<file path="src/rtl/block_mean_mosaic_top_macros.svh">
// Assertion macros shared by the block mean mosaic RTL.
`ifndef BLOCK_MEAN_MOSAIC_TOP_MACROS_SVH
`define BLOCK_MEAN_MOSAIC_TOP_MACROS_SVH
// Implication checked on every clock edge outside reset.
`define BMM_ASSERT_IMP(label, ante, cons) \
  label: assert property (@(posedge clk) disable iff (rst) (ante) |-> (cons)) \
    else $error("assertion failed");
// Next-cycle implication checked outside reset.
`define BMM_ASSERT_NEXT(label, ante, cons) \
  label: assert property (@(posedge clk) disable iff (rst) (ante) |=> (cons)) \
    else $error("assertion failed");
`endif

</file>
<file path="src/rtl/bmm_divider.sv">
// Restoring divider: one quotient bit per cycle for a block mean.
module bmm_divider #(
  parameter int NumW = 24,
  parameter int DenW = 16
) (
  input  logic            clk,
  input  logic            rst,
  input  logic            start,
  input  logic [NumW-1:0] num,
  input  logic [DenW-1:0] den,
  output logic            busy,
  output logic [NumW-1:0] quot
);
  localparam int CntW = $clog2(NumW + 1);
  logic [NumW-1:0] nreg;
  logic [DenW:0]   rem;
  logic [DenW-1:0] dreg;
  logic [CntW-1:0] cnt;
  logic [DenW:0]   trial;
  logic [DenW:0]   shifted;

  always_comb begin
    shifted = {rem[DenW-1:0], nreg[NumW-1]};
    trial = shifted - {1'b0, dreg};
  end

  always_ff @(posedge clk) begin
    if (rst) begin
      busy <= 1'b0;
      cnt <= '0;
    end else if (start) begin
      busy <= 1'b1;
      cnt <= CntW'(NumW);
      nreg <= num;
      dreg <= den;
      rem <= '0;
      quot <= '0;
    end else if (busy) begin
      nreg <= {nreg[NumW-2:0], 1'b0};
      if (!trial[DenW]) begin
        rem <= trial;
        quot <= {quot[NumW-2:0], 1'b1};
      end else begin
        rem <= shifted;
        quot <= {quot[NumW-2:0], 1'b0};
      end
      cnt <= cnt - 1'b1;
      if (cnt == CntW'(1)) busy <= 1'b0;
    end
  end
endmodule

</file>
<file path="config.mk">
export PLATFORM = sky130hd
export DESIGN_NAME = bmm_divider
export DESIGN_NICKNAME = d
export VERILOG_FILES = /design/src/rtl/block_mean_mosaic_top_macros.svh /design/src/rtl/bmm_divider.sv
export SDC_FILE = /design/constraint.sdc
export NUM_CORES = 1
export LEC_CHECK = 0
export BUFFER_PORTS_ARGS = -buffer_cell sky130_fd_sc_hd__buf_2
export CAP_MARGIN = 20
export CORE_ASPECT_RATIO = 1.1
export CORE_UTILIZATION = 45
export DETAILED_ROUTE_END_ITERATION = 10
export GPL_TIMING_DRIVEN = 0
export PLACE_DENSITY = 0.72
export SLEW_MARGIN = 40
export SYNTH_ARGS = -nofsm -noshare
export SYNTH_HDL_FRONTEND = slang
export SYNTH_SLANG_ARGS = --single-unit
</file>
<file path="constraint.sdc">
create_clock -name clk -period 4.5 [get_ports clk]
set_clock_uncertainty 0.2 [all_clocks]
set_input_delay 0.225 -clock clk [delete_from_list [all_inputs] [get_ports clk]]
set_output_delay 0.225 -clock clk [all_outputs]
set_load 0.01 [all_outputs]
</file>
# Word-level counts from Yosys, hierarchy flattened
# Cells that the tools add are included.
[op_classes] eq_ne=1 n_mux=11 n_addsub=2 bitwise_logic=1 reduce_logical=4
[op_table] op="$mux 24" n=3
[op_table] op="$mux 16" n=2
[op_table] op="$sub 17x16->17" n=1
[op_table] op="$mux 5" n=2
[op_table] op="$eq 5x1->1 const B" n=1
[op_table] op="$sub 5x1->5 const B" n=1
[op_table] op="$mux 1" n=4
[op_table] op="$reduce_and 2->1" n=2
[op_table] op="$reduce_bool 2->1" n=1
[op_table] op="$reduce_or 2->1" n=1
[op_table] op="$not 1->1" n=1
[totals] ff_bits=86 output_inout_bits=25

# Longest topological paths before layout
# Gate-level depths: netlist (run 1).
[logic_depth] word_depth=4 mapped_depth=10 depth_no_buf=9

# Worst setup path before layout (run 1)
# Ideal clock, no wire load.
[synth_path] path_kind="input to register" start="input port start" end="register nreg[0] (enable)" t_arrival_ns=3.423 stages=4 path_slack_ns=0.390 path_buffers=2 cell_sequence="clkbuf_8 > clkbuf_1 > nor2_1 > nor2_1"
[synth_via] elab_chain_cells=2
[synth_lines] item="start, declared" line_no="bmm_divider.sv:8" rtl="input logic start,"
[synth_lines] item="$reduce_bool 2->1 (no line)"
[synth_lines] item="$reduce_and 2->1 (no line)"
[synth_lines] item="end signal, assigned" line_no="bmm_divider.sv:34" rtl="nreg <= num;"
[synth_lines] item="end signal, assigned" line_no="bmm_divider.sv:39" rtl="nreg <= {nreg[NumW-2:0], 1'b0};"
[synth_lines] item="end, declared" line_no="bmm_divider.sv:15" rtl="logic [NumW-1:0] nreg;"
# Every way passes these cells.
# A chain may end at the register's enable or synchronous reset.

# Worst setup path after layout (run 1)
[layout_path] start="register nreg[23]" end="register rem[15] (data pin)"
[layout_via] elab_chain_cells=3
[layout_lines] item="$sub 17x16->17" line_no="bmm_divider.sv:24" rtl="trial = shifted - {1'b0, dreg};"
[layout_lines] item="$mux 16" line_no="bmm_divider.sv:40" rtl="if (!trial[DenW]) begin"
[layout_lines] item="$mux 16" line_no="bmm_divider.sv:38" rtl="end else if (busy) begin"
[layout_lines] item="end signal, assigned" line_no="bmm_divider.sv:41" rtl="rem <= trial;"
[layout_lines] item="end signal, assigned" line_no="bmm_divider.sv:44" rtl="rem <= shifted;"
[layout_lines] item="end, declared" line_no="bmm_divider.sv:16" rtl="logic [DenW:0] rem;"
# Every way passes these cells. The select of a mux whose other input is x is not followed.

==> metrics.txt, run 1 <==
# TYPE chip_impl_metric gauge
chip_impl_metric{name="yosysWarningCount",unit=""} 0
chip_impl_metric{name="initial_util",unit=""} 0.472
chip_impl_metric{name="area_growth_from_synthesis_to_layout",unit="%"} 25.4
chip_impl_metric{name="final_cell_area",unit="µm²"} 5640
chip_impl_info{name="critPathLaunch",value="nreg[23]"} 1
chip_impl_metric{name="synth_fa_ha_area_frac",unit=""} 0.0545
chip_impl_metric{name="final_net_count",unit=""} 533
chip_impl_metric{name="worstSetupPathDepth",unit=""} 9
chip_impl_metric{name="grt.total_usage",unit=""} 0.190
chip_impl_metric{name="drt_first_pass_iters",unit=""} 4
chip_impl_metric{name="post_synth_xor_area_fraction",unit=""} 0.0214
chip_impl_metric{name="h-tree-depth",unit=""} 3
chip_impl_metric{name="seq_area_frac_synth",unit=""} 0.561
chip_impl_metric{name="p_int",unit="W"} 0.00139
chip_impl_info{name="timing.hold.worst.class",value="in -> reg"} 1
chip_impl_metric{name="worstPathRequired",unit="ns"} 4.39
chip_impl_metric{name="remaining_drc_errors",unit=""} 0
chip_impl_info{name="setup.worst_path.end",value="rem[15]"} 1
chip_impl_metric{name="vias_per_cell",unit=""} 5.45
chip_impl_metric{name="syn_avg_cell_area",unit="µm²"} 12.9
chip_impl_info{name="layout_commonest_cell",value="sky130_fd_sc_hd__edfxtp_1"} 1
chip_impl_metric{name="critPathMaxStageDelay",unit="ns"} 0.59
chip_impl_metric{name="power_frac_comb",unit=""} 0.251
chip_impl_metric{name="drt-wirelength-per-cell",unit="µm"} 15.8
chip_impl_metric{name="worstPathArrival",unit="ns"} 3.27
chip_impl_metric{name="finalHoldViolCount",unit=""} 0
chip_impl_info{name="synth.top_cells.by_area",value="sky130_fd_sc_hd__edfxtp_1, sky130_fd_sc_hd__mux2_2, sky130_fd_sc_hd__ha_1"} 1
chip_impl_info{name="critPathLaunchType",value="flop"} 1
chip_impl_metric{name="max_cap_violations",unit=""} 0
chip_impl_metric{name="worstPathBufferInverterCount",unit=""} 1
chip_impl_metric{name="synth_edf_count",unit=""} 80
chip_impl_metric{name="total_number_of_vias",unit=""} 3233
chip_impl_metric{name="placed_cells_incl_taps",unit=""} 536
chip_impl_metric{name="layout-drive-gt1-share",unit=""} 0.296
chip_impl_metric{name="power.net_switching",unit="W"} 0.000592
chip_impl_metric{name="drt_wl_total",unit="µm"} 9390
chip_impl_metric{name="boundaryPins",unit=""} 68
chip_impl_metric{name="grt_overflow_total",unit=""} 0
chip_impl_metric{name="netSwitchingFraction",unit=""} 0.298
chip_impl_metric{name="final_antenna_net_count",unit=""} 0
chip_impl_metric{name="muxShareOfSynthArea",unit=""} 0.0620
chip_impl_metric{name="synthDominantCellAreaShare",unit=""} 0.534
chip_impl_metric{name="die_height",unit="µm"} 107
chip_impl_metric{name="routabilityCongestion",unit=""} 0.821
chip_impl_metric{name="p_leak",unit="nW"} 2.22
chip_impl_metric{name="dpl_cell_area",unit="µm²"} 5050
chip_impl_metric{name="grt_pass1_wl",unit="µm"} 15500
chip_impl_info{name="clock-root-buffer",value="sky130_fd_sc_hd__clkbuf_8"} 1
chip_impl_metric{name="report.final.setup_viol",unit=""} 0
chip_impl_info{name="critical-path-top-delay-family",value="compound AO/OA/AOI/OAI gates"} 1
chip_impl_metric{name="detail_route.iter0.violations",unit=""} 197
chip_impl_metric{name="synthSimpleGateAreaFrac",unit=""} 0.127
chip_impl_info{name="regToRegEndpoint",value="rem[15]"} 1
chip_impl_metric{name="detail_route.wirelength.met1",unit="µm"} 4160
chip_impl_metric{name="max_freq",unit="MHz"} 296
chip_impl_metric{name="numClockSinks",unit=""} 86
chip_impl_metric{name="powerDensity",unit="nW/µm²"} 352
chip_impl_metric{name="synth.lib_cells_used.distinct",unit=""} 63
chip_impl_info{name="rsz0062_at_grt",value="false"} 1
chip_impl_metric{name="die_area",unit="µm²"} 10400
chip_impl_info{name="tritoncts",value="done"} 1
chip_impl_info{name="synth_top_family_by_area",value="simple AND/OR/NAND/NOR gates"} 1
chip_impl_info{name="timing.rr.start",value="nreg[23]"} 1
chip_impl_metric{name="final-max-slew-violation-count",unit=""} 0
chip_impl_metric{name="cp_max_fo",unit=""} 9
chip_impl_metric{name="synth_async_sr_flop_share",unit=""} 0
chip_impl_metric{name="syn-instance-count",unit=""} 349
chip_impl_metric{name="synth_compound_area_frac",unit=""} 0.124
chip_impl_metric{name="cts.reportedPaths.clkPinSlew",unit="ns"} 0.09
chip_impl_info{name="dominantRegCellSynth",value="sky130_fd_sc_hd__edfxtp_1"} 1
chip_impl_metric{name="layoutNonFillerInstCount",unit=""} 593
chip_impl_info{name="critical_path_cell_by_cell",value="inv_1 -> ha_1 -> fa_1 -> nand2b_1 -> a21o_2 -> a211oi_4 -> a2111oi_4 -> nor3_4 -> o41ai_2"} 1
chip_impl_metric{name="area_of_all_sequential_standard_cells",unit="µm²"} 2520
chip_impl_info{name="routed.top_layer",value="met4"} 1
chip_impl_metric{name="r2r_slack",unit="ns"} 1.12
chip_impl_metric{name="grt_start_max_net_pins",unit=""} 20
chip_impl_metric{name="cts-resized-gates",unit=""} 0
chip_impl_metric{name="clock_latency",unit="ns"} 0.36
chip_impl_metric{name="worstRegToRegCells",unit=""} 9
chip_impl_metric{name="power.share.sequential",unit=""} 0.493
chip_impl_info{name="critPathCaptureType",value="flop"} 1
chip_impl_info{name="result_of_the_run",value="finished clean"} 1
chip_impl_metric{name="setup_slack",unit="ns"} 1.12
chip_impl_info{name="holdCritStartpoint",value="start"} 1
chip_impl_metric{name="relSlewSlack",unit=""} 0.547
chip_impl_info{name="worst_path_max_delay_cell",value="sky130_fd_sc_hd__nor3_4"} 1
chip_impl_metric{name="max-vdd-ir-drop",unit="µV"} 223
chip_impl_metric{name="met2_wl_post_dr",unit="µm"} 4580
chip_impl_metric{name="floorplan.core_area",unit="µm²"} 9540
chip_impl_info{name="synth_largest_area_cell",value="sky130_fd_sc_hd__edfxtp_1"} 1
chip_impl_metric{name="yosys_register_bits",unit=""} 86
chip_impl_metric{name="detailed_place_hpwl",unit="µm"} 6370
chip_impl_metric{name="place_worst_setup_slack",unit="ns"} 1.11
chip_impl_metric{name="die_width",unit="µm"} 97.3
chip_impl_metric{name="syn-num-nets",unit=""} 411
chip_impl_metric{name="rows",unit=""} 37
chip_impl_metric{name="antenna_found_initial",unit=""} 0
chip_impl_metric{name="numPortBuffers",unit=""} 66
chip_impl_metric{name="met3RoutedLength",unit="µm"} 469
chip_impl_metric{name="total_power",unit="W"} 0.00199
chip_impl_metric{name="n_fill_cell",unit=""} 777
chip_impl_metric{name="post_synth_instance_area",unit="µm²"} 4500
chip_impl_metric{name="clock_power_share",unit=""} 0.255
chip_impl_metric{name="multiInputGateArea",unit="µm²"} 1760
chip_impl_metric{name="clk_path_buf_depth",unit=""} 2
chip_impl_metric{name="final.period_utilization",unit=""} 0.750
chip_impl_metric{name="n_antenna_cell",unit=""} 0
chip_impl_info{name="most_frequent_cells_in_the_layout",value="sky130_fd_sc_hd__edfxtp_1, sky130_fd_sc_hd__buf_2, sky130_fd_sc_hd__dlygate4sd3_1"} 1
chip_impl_metric{name="grt_pass1_vias",unit=""} 3226
chip_impl_metric{name="max_slew.worst_pin.slew",unit="ns"} 0.679
chip_impl_metric{name="min_period",unit="ns"} 3.38
chip_impl_info{name="worst-setup-path-type",value="reg -> reg"} 1
chip_impl_metric{name="cts_made_buffers",unit=""} 9
-- worst register-to-register path, cell delays in order (launching register included) --
cell and delay, ns:
sky130_fd_sc_hd__edfxtp_1 0.36, sky130_fd_sc_hd__inv_1 0.05, sky130_fd_sc_hd__ha_1 0.22, sky130_fd_sc_hd__fa_1 0.40
sky130_fd_sc_hd__nand2b_1 0.20, sky130_fd_sc_hd__a21o_2 0.24, sky130_fd_sc_hd__a211oi_4 0.44, sky130_fd_sc_hd__a2111oi_4 0.24
sky130_fd_sc_hd__nor3_4 0.60, sky130_fd_sc_hd__o41ai_2 0.17
-- cells in the mapped netlist (all sizes together) (4+ instances only) --
master  count
a211oi      6
a21o        6
a21oi      19
buf         7
clkbuf     10
dfxtp       6
edfxtp     80
ha         18
inv        21
mux2       23
nand2      11
nand2b      4
nand3      11
nand4       9
nor2       18
nor2b      28
nor3        4
o21ai       4
o31ai       5
xnor2       8
-- state kept, by name, indices dropped and copies added, names as in the netlist --
signal  cells
busy        1
cnt         5
rem        16
quot       24
dreg       16
nreg       24
-- per-layer routing --
layer,vias to the layer above,GRT usage
li1,1566,-
met1,1555,0.247
met2,101,0.318
met3,11,0.0346
met4,0,0.0756
met5,-,0
-- power groups by stage --
stage	Clock, W	Sequential (W)	Combinational [W]
after floorplan	0	0.00100	0.000342
after global placement	0	0.00100	0.000447
after detailed placement	0	0.000997	0.000469
after CTS	0.000521	0.000980	0.000499
after global routing	0.000550	0.000987	0.000550
final	0.000507	0.000980	0.000499
-- through the flow --
step	TNS, ns	hold WS, ns	utilization
final	0	0.0656	0.591
after global routing	0	0.0720	0.591
after CTS	0	0.0508	0.591
after detailed placement	0	0.204	0.529
after global placement	-66.32	0.204	0.522
after floorplan	0	0.0941	-
-- logic make-up (layout without fill, tap and decap cells) --
logic type,after synthesis,in the layout
AOI/OAI and AO/OA,69,69
xor gates and xnor gates,11,11
adders and majority gates,19,19
buffers and inverters,39,166
DFF,86,86
muxes,25,25
and+or+nand+nor,100,100
-- cell type report --
| type | count | share of cell area |
|---|---|---|
| flip-flops and latches | 86 | 0.447 |
| multi-input cells | 224 | 0.313 |
| repair buffers | 111 | 0.142 |
| well taps | 117 | 0.0260 |
| plain buffers | 17 | 0.0253 |
| clock buffers | 9 | 0.0220 |
| inverters | 22 | 0.0146 |
| clock inverters | 7 | 0.00998 |
-- how the worst min path moves through the flow --
stage	endpoint	slack, ns	cells past startpoint
2_1_floorplan	cnt[3]	0.09	1
4_1_cts	cnt[1]	0.05	3
3_3_place_gp	dreg[1]	0.20	1
6_report	cnt[1]	0.07	3
3_5_place_dp	dreg[14]	0.20	1
5_1_grt	cnt[1]	0.07	3
-- repair_timing --
action,in CTS,in global routing
setup buffers,0,0
hold buffers,41,0
endpoints found under the hold margin,45,0
No activity file was read; power rests on OpenSTA's default activity.
==> inputs of run 2 (changes only) <==
==> constraint.sdc (replaced) <==
create_clock -name clk -period 3.25 [get_ports clk]
set_clock_uncertainty 0.2 [all_clocks]
set_input_delay 0.1625 -clock clk [delete_from_list [all_inputs] [get_ports clk]]
set_output_delay 0.1625 -clock clk [all_outputs]
set_load 0.01 [all_outputs]
==> run 2 against run 1 <==
Worst hold slack better by 0.24 ns. Combinational power grew 45%. Clock power grew 65%. Global-route usage grew 0.39 points. First-iteration DRC count shrank 6.1%. Routed wire length grew 1.7%. Via count fell by 1.5%. Critical endpoint is now rem[2].
==> metrics.txt, run 2 (synthesis results as in run 1) <==
# TYPE chip_impl_metric gauge
chip_impl_metric{name="finalHoldViolCount",unit=""} 0
chip_impl_metric{name="final_cell_area",unit="µm²"} 5740
chip_impl_info{name="clock-root-buffer",value="sky130_fd_sc_hd__clkbuf_8"} 1
chip_impl_metric{name="final_antenna_net_count",unit=""} 0
chip_impl_info{name="regToRegEndpoint",value="rem[2]"} 1
chip_impl_metric{name="relSlewSlack",unit=""} 0.571
chip_impl_metric{name="rows",unit=""} 37
chip_impl_metric{name="initial_util",unit=""} 0.472
chip_impl_metric{name="clock_latency",unit="ns"} 0.36
chip_impl_metric{name="floorplan.core_area",unit="µm²"} 9540
chip_impl_metric{name="clock_power_share",unit=""} 0.287
chip_impl_metric{name="r2r_slack",unit="ns"} 0.09
chip_impl_metric{name="grt.total_usage",unit=""} 0.194
chip_impl_info{name="critical-path-top-delay-family",value="compound AO/OA/AOI/OAI gates"} 1
chip_impl_metric{name="final_net_count",unit=""} 538
chip_impl_metric{name="n_antenna_cell",unit=""} 0
chip_impl_info{name="timing.hold.worst.class",value="in -> reg"} 1
chip_impl_metric{name="die_width",unit="µm"} 97.3
chip_impl_metric{name="clk_path_buf_depth",unit=""} 2
chip_impl_metric{name="cts.reportedPaths.clkPinSlew",unit="ns"} 0.09
chip_impl_metric{name="layout-drive-gt1-share",unit=""} 0.302
chip_impl_metric{name="cp_max_fo",unit=""} 7
chip_impl_info{name="critPathCaptureType",value="flop"} 1
chip_impl_metric{name="vias_per_cell",unit=""} 5.33
chip_impl_metric{name="numPortBuffers",unit=""} 66
chip_impl_info{name="routed.top_layer",value="met4"} 1
chip_impl_info{name="worst-setup-path-type",value="reg -> reg"} 1
chip_impl_metric{name="boundaryPins",unit=""} 68
chip_impl_metric{name="die_area",unit="µm²"} 10400
chip_impl_metric{name="report.final.setup_viol",unit=""} 0
chip_impl_info{name="worst_path_max_delay_cell",value="sky130_fd_sc_hd__fa_1"} 1
chip_impl_metric{name="worstRegToRegCells",unit=""} 11
chip_impl_metric{name="max-vdd-ir-drop",unit="µV"} 276
chip_impl_metric{name="detail_route.iter0.violations",unit=""} 185
chip_impl_metric{name="grt_pass1_wl",unit="µm"} 15800
chip_impl_metric{name="setup-tns-final",unit="ns"} 0
chip_impl_info{name="tritoncts",value="done"} 1
chip_impl_metric{name="detailed_place_hpwl",unit="µm"} 6360
chip_impl_metric{name="power_frac_comb",unit=""} 0.248
chip_impl_info{name="layout_commonest_cell",value="sky130_fd_sc_hd__edfxtp_1"} 1
chip_impl_info{name="largestRegisters",value="nreg (24), quot (24)"} 1
chip_impl_metric{name="powerDensity",unit="nW/µm²"} 509
chip_impl_info{name="critPathLaunchType",value="flop"} 1
chip_impl_metric{name="dpl_cell_area",unit="µm²"} 5030
chip_impl_metric{name="worstPathArrival",unit="ns"} 3.05
chip_impl_info{name="critical_path_cell_by_cell",value="inv_1 -> ha_1 -> fa_1 -> nand2b_1 -> a21o_2 -> a211oi_4 -> buf_4 -> a2111oi_4 -> buf_12 -> o311ai_0 -> a21oi_1"} 1
chip_impl_metric{name="worstPathRequired",unit="ns"} 3.14
chip_impl_metric{name="detail_route.wirelength.met1",unit="µm"} 4290
chip_impl_metric{name="layoutNonFillerInstCount",unit=""} 597
chip_impl_metric{name="total_number_of_vias",unit=""} 3184
chip_impl_metric{name="p_leak",unit="nW"} 2.27
chip_impl_metric{name="drt_wl_total",unit="µm"} 9550
chip_impl_metric{name="final-max-slew-violation-count",unit=""} 0
chip_impl_metric{name="h-tree-depth",unit=""} 3
chip_impl_metric{name="max_freq",unit="MHz"} 317
chip_impl_metric{name="min_period",unit="ns"} 3.16
chip_impl_info{name="most_frequent_cells_in_the_layout",value="sky130_fd_sc_hd__edfxtp_1, sky130_fd_sc_hd__buf_2, sky130_fd_sc_hd__dlygate4sd3_1"} 1
chip_impl_info{name="holdCritStartpoint",value="den[0]"} 1
chip_impl_metric{name="grt_start_max_net_pins",unit=""} 23
chip_impl_info{name="result_of_the_run",value="finished clean"} 1
chip_impl_metric{name="met2_wl_post_dr",unit="µm"} 4760
chip_impl_metric{name="p_int",unit="W"} 0.00211
chip_impl_metric{name="final.period_utilization",unit=""} 0.971
chip_impl_metric{name="max_cap_violations",unit=""} 0
chip_impl_metric{name="antenna_found_initial",unit=""} 0
chip_impl_metric{name="placed_cells_incl_taps",unit=""} 535
chip_impl_info{name="whs_endpoint",value="dreg[0]"} 1
chip_impl_metric{name="power.net_switching",unit="W"} 0.000813
chip_impl_metric{name="drt_first_pass_iters",unit=""} 6
chip_impl_metric{name="hold_path_depth",unit=""} 2
chip_impl_metric{name="critPathMaxStageDelay",unit="ns"} 0.39
chip_impl_metric{name="drt-wirelength-per-cell",unit="µm"} 16.0
chip_impl_metric{name="remaining_drc_errors",unit=""} 0
chip_impl_metric{name="worstPathBufferInverterCount",unit=""} 3
chip_impl_metric{name="grt_overflow_total",unit=""} 0
chip_impl_metric{name="routabilityCongestion",unit=""} 0.827
chip_impl_metric{name="die_height",unit="µm"} 107
chip_impl_metric{name="numClockSinks",unit=""} 86
chip_impl_metric{name="netSwitchingFraction",unit=""} 0.278
chip_impl_metric{name="cts-resized-gates",unit=""} 0
chip_impl_metric{name="met3RoutedLength",unit="µm"} 350
chip_impl_info{name="timing.rr.start",value="nreg[23]"} 1
chip_impl_metric{name="power.share.sequential",unit=""} 0.464
chip_impl_metric{name="max_slew.worst_pin.slew",unit="ns"} 0.644
chip_impl_metric{name="grt_pass1_vias",unit=""} 3275
chip_impl_metric{name="area_growth_from_synthesis_to_layout",unit="%"} 27.5
chip_impl_metric{name="cts_made_buffers",unit=""} 9
## run 2: cell type report
class | instances | area [µm²]
plain buffers | 17 | 143
clock buffers | 9 | 124
clock inverters | 6 | 95.1
fillers | 772 | 3800
inverters | 22 | 82.6
multi-input cells | 224 | 1760
flip-flops and latches | 86 | 2520
well taps | 117 | 146
repair buffers | 116 | 858
## run 2: layer usage
metal  vias up  track usage
li1       1570            -
met2        70        0.331
met5         -            0
met4         0       0.0609
met3        13       0.0391
met1      1531        0.251
## run 2: per-stage QoR
| stage | hold slack (ns) | utilization | power [W] | worst slack (ns) |
|---|---|---|---|---|
| 2_1_floorplan | 0.0316 | - | 0.00186 | 0.271 |
| 3_3_place_gp | 0.142 | 0.522 | 0.00200 | -0.664 |
| 3_5_place_dp | 0.141 | 0.528 | 0.00203 | -0.0803 |
| 4_1_cts | 0.297 | 0.598 | 0.00292 | 0.00149 |
| 5_1_grt | 0.300 | 0.601 | 0.00305 | -0.00277 |
| 6_report | 0.304 | 0.601 | 0.00292 | 0.0933 |
## run 2: power groups by stage
stage	clock network, W	registers (W)	logic (W)
5_1_grt	0.000895	0.00137	0.000792
6_report	0.000839	0.00136	0.000725
3_3_place_gp	0	0.00138	0.000619
4_1_cts	0.000852	0.00136	0.000712
3_5_place_dp	0	0.00138	0.000645
2_1_floorplan	0	0.00138	0.000474
## run 2: worst max-delay path by stage
stage	cells past startpoint	from	slack (ns)	to
2_1_floorplan	4	start	0.27	nreg[0]
3_3_place_gp	4	start	-0.66	quot[20]
3_5_place_dp	9	nreg[23]	-0.08	rem[12]
4_1_cts	11	nreg[23]	0.001	rem[15]
5_1_grt	9	rem[10]	-0.003	rem[7]
6_report	11	nreg[23]	0.09	rem[2]
## run 2: repair_timing
| action | 4_1_cts | 5_1_grt |
|---|---|---|
| setup buffers | 2 | 3 |
| hold buffers | 42 | 0 |
| pin swaps | 1 | 2 |
| endpoints found under the setup margin | 9 | 8 |
| endpoints found under the hold margin | 45 | 0 |
==> inputs of run 3 (changes only) <==
--- a/config.mk
+++ b/config.mk
@@ -12,6 +12,7 @@
 export DETAILED_ROUTE_END_ITERATION = 10
 export GPL_TIMING_DRIVEN = 0
 export PLACE_DENSITY = 0.72
+export SETUP_SLACK_MARGIN = 0.5
 export SLEW_MARGIN = 40
 export SYNTH_ARGS = -nofsm -noshare
 export SYNTH_HDL_FRONTEND = slang
==> run 3 against run 2 <==
Fmax grew 6.0%. Total power is 0.65% higher. Critical path depth is 1 lower. Largest power group unchanged. Highest routed layer unchanged.
==> metrics.txt, run 3 (synthesis results as in run 1) <==
# TYPE chip_impl_metric gauge
chip_impl_metric{name="rows",unit=""} 37
chip_impl_metric{name="n_antenna_cell",unit=""} 0
chip_impl_metric{name="antenna_found_initial",unit=""} 0
chip_impl_metric{name="final.period_utilization",unit=""} 0.916
chip_impl_info{name="largestRegisters",value="nreg (24), quot (24)"} 1
chip_impl_info{name="timing.rr.start",value="rem[11]"} 1
chip_impl_metric{name="layoutNonFillerInstCount",unit=""} 617
chip_impl_metric{name="drt-wirelength-per-cell",unit="µm"} 16.7
chip_impl_metric{name="routabilityCongestion",unit=""} 0.821
chip_impl_metric{name="cp_max_fo",unit=""} 5
chip_impl_metric{name="max_cap_violations",unit=""} 0
chip_impl_metric{name="boundaryPins",unit=""} 68
chip_impl_metric{name="max-vdd-ir-drop",unit="µV"} 313
chip_impl_info{name="critPathCaptureType",value="flop"} 1
chip_impl_metric{name="h-tree-depth",unit=""} 3
chip_impl_metric{name="powerDensity",unit="nW/µm²"} 487
chip_impl_metric{name="drt_wl_total",unit="µm"} 10300
chip_impl_metric{name="n_fill_cell",unit=""} 717
chip_impl_metric{name="worstPathRequired",unit="ns"} 3.24
chip_impl_info{name="layout_commonest_cell",value="sky130_fd_sc_hd__edfxtp_1"} 1
chip_impl_metric{name="drt_first_pass_iters",unit=""} 4
chip_impl_metric{name="worstPathArrival",unit="ns"} 2.97
chip_impl_metric{name="worstRegToRegCells",unit=""} 10
chip_impl_info{name="regToRegEndpoint",value="rem[12]"} 1
chip_impl_metric{name="setup-tns-final",unit="ns"} 0
chip_impl_metric{name="vias_per_cell",unit=""} 5.51
chip_impl_metric{name="clock_latency",unit="ns"} 0.37
chip_impl_metric{name="final-max-slew-violation-count",unit=""} 0
chip_impl_metric{name="grt_start_max_net_pins",unit=""} 23
chip_impl_info{name="most_frequent_cells_in_the_layout",value="sky130_fd_sc_hd__edfxtp_1, sky130_fd_sc_hd__buf_2, sky130_fd_sc_hd__dlygate4sd3_1"} 1
chip_impl_metric{name="whs",unit="ns"} 0.297
chip_impl_metric{name="grt.total_usage",unit=""} 0.206
chip_impl_metric{name="relSlewSlack",unit=""} 0.551
chip_impl_metric{name="p_leak",unit="nW"} 2.36
chip_impl_info{name="critPathLaunchType",value="flop"} 1
chip_impl_metric{name="die_area",unit="µm²"} 10400
chip_impl_metric{name="remaining_drc_errors",unit=""} 0
chip_impl_metric{name="detailed_place_hpwl",unit="µm"} 6420
chip_impl_metric{name="cts_made_buffers",unit=""} 9
chip_impl_metric{name="met3RoutedLength",unit="µm"} 352
chip_impl_metric{name="report.final.setup_viol",unit=""} 0
chip_impl_metric{name="detail_route.wirelength.met1",unit="µm"} 4540
chip_impl_metric{name="placed_cells_incl_taps",unit=""} 535
chip_impl_info{name="result_of_the_run",value="finished clean"} 1
chip_impl_metric{name="layout-drive-gt1-share",unit=""} 0.376
chip_impl_metric{name="clk_path_buf_depth",unit=""} 2
chip_impl_metric{name="grt_pass1_vias",unit=""} 3479
chip_impl_metric{name="final_antenna_net_count",unit=""} 0
chip_impl_metric{name="hold_path_depth",unit=""} 2
chip_impl_info{name="whs_endpoint",value="dreg[0]"} 1
chip_impl_metric{name="max_slew.worst_pin.slew",unit="ns"} 0.674
chip_impl_metric{name="max_freq",unit="MHz"} 336
chip_impl_metric{name="detail_route.iter0.violations",unit=""} 193
chip_impl_metric{name="place_worst_setup_slack",unit="ns"} 0.0300
chip_impl_metric{name="numClockSinks",unit=""} 86
chip_impl_metric{name="grt_pass1_wl",unit="µm"} 16800
chip_impl_metric{name="initial_util",unit=""} 0.472
chip_impl_info{name="tritoncts",value="done"} 1
chip_impl_metric{name="numPortBuffers",unit=""} 66
chip_impl_metric{name="final_net_count",unit=""} 557
chip_impl_info{name="rsz0062_at_grt",value="true"} 1
chip_impl_metric{name="grt_overflow_total",unit=""} 0
chip_impl_info{name="worst-setup-path-type",value="reg -> reg"} 1
chip_impl_metric{name="die_height",unit="µm"} 107
chip_impl_metric{name="met2_wl_post_dr",unit="µm"} 5150
chip_impl_metric{name="min_period",unit="ns"} 2.98
chip_impl_metric{name="r2r_slack",unit="ns"} 0.27
chip_impl_info{name="routed.top_layer",value="met4"} 1
chip_impl_info{name="clock-root-buffer",value="sky130_fd_sc_hd__clkbuf_8"} 1
chip_impl_metric{name="floorplan.core_area",unit="µm²"} 9540
chip_impl_metric{name="die_width",unit="µm"} 97.3
chip_impl_metric{name="total_number_of_vias",unit=""} 3397
chip_impl_metric{name="finalHoldViolCount",unit=""} 0
chip_impl_metric{name="cts.reportedPaths.clkPinSlew",unit="ns"} 0.10
chip_impl_info{name="holdCritStartpoint",value="den[0]"} 1
chip_impl_metric{name="area_growth_from_synthesis_to_layout",unit="%"} 34.3
chip_impl_metric{name="setup_slack",unit="ns"} 0.272
chip_impl_info{name="timing.hold.worst.class",value="in -> reg"} 1
==> run 3: changes by cell type in the layout (fill, tap and decap cells not counted), moves of 3 or more <==
cell,previous run,this run
sky130_fd_sc_hd__buf_4,4,21
sky130_fd_sc_hd__buf_6,3,7
sky130_fd_sc_hd__ha_1,18,13
sky130_fd_sc_hd__ha_4,0,3
sky130_fd_sc_hd__o31ai_1,5,1
==> run 3: worst max-delay path by stage <==
stage | cells after the start | slack (ns) | from | endpoint
final | 10 | 0.27 | rem[11] | rem[12]
after global routing | 10 | 0.22 | rem[11] | rem[12]
after CTS | 8 | 0.36 | rem[6] | rem[12]
after detailed placement | 8 | 0.03 | rem[8] | rem[12]
after global placement | 8 | 0.07 | rem[8] | rem[12]
after floorplan | 9 | 0.47 | rem[11] | rem[10]
==> run 3: where the power goes <==
group          switching (W)  internal [W]  leakage (nW)
Sequential         0.0000416       0.00132         0.821
Clock               0.000418      0.000284        0.0846
Combinational       0.000439      0.000440          1.46
Total               0.000899       0.00204          2.36
==> run 3: cell type report <==
cell class	count	area [µm²]	area share
Tap cell	117	146	0.0242
Sequential cell	86	2520	0.418
Multi-Input combinational cell	224	1950	0.323
Clock inverter	6	45.0	0.00746
Clock buffer	10	128	0.0211
Timing Repair Buffer	135	1010	0.168
Inverter	22	86.3	0.0143
Buffer	17	148	0.0245
==> run 3: per-layer routing <==
metal | global-route usage | vias to the layer above
met5 | 0 | -
met4 | 0.0956 | 0
met3 | 0.0404 | 24
met2 | 0.347 | 89
met1 | 0.258 | 1672
li1 | - | 1612
==> run 3: what timing repair did <==
item                                    4_1_cts  5_1_grt
hold buffers                                 42        0
endpoints found under the setup margin       17       33
buffers inserted                             20        4
pin swaps                                    11        1
hold endpoints to repair                     45        0
resized for setup                            22       13
==> run 3: through the flow <==
stage | power, W | cell area, µm² | util
after floorplan | 0.00186 | 4520 | -
after global placement | 0.00201 | 5000 | 0.524
after detailed placement | 0.00204 | 5080 | 0.532
after CTS | 0.00289 | 5930 | 0.622
after global routing | 0.00307 | 6040 | 0.633
final | 0.00294 | 6040 | 0.633
==> run 3: critical path, stage by stage (launching register included) <==
cell and delay (ns):
sky130_fd_sc_hd__edfxtp_1 0.42, sky130_fd_sc_hd__ha_1 0.30, sky130_fd_sc_hd__clkbuf_8 0.15, sky130_fd_sc_hd__and3_4 0.17, sky130_fd_sc_hd__a221oi_2 0.26, sky130_fd_sc_hd__o21ai_2 0.13, sky130_fd_sc_hd__a221o_2 0.40, sky130_fd_sc_hd__buf_6 0.14
sky130_fd_sc_hd__nor3_4 0.25, sky130_fd_sc_hd__buf_6 0.15, sky130_fd_sc_hd__mux2i_2 0.22
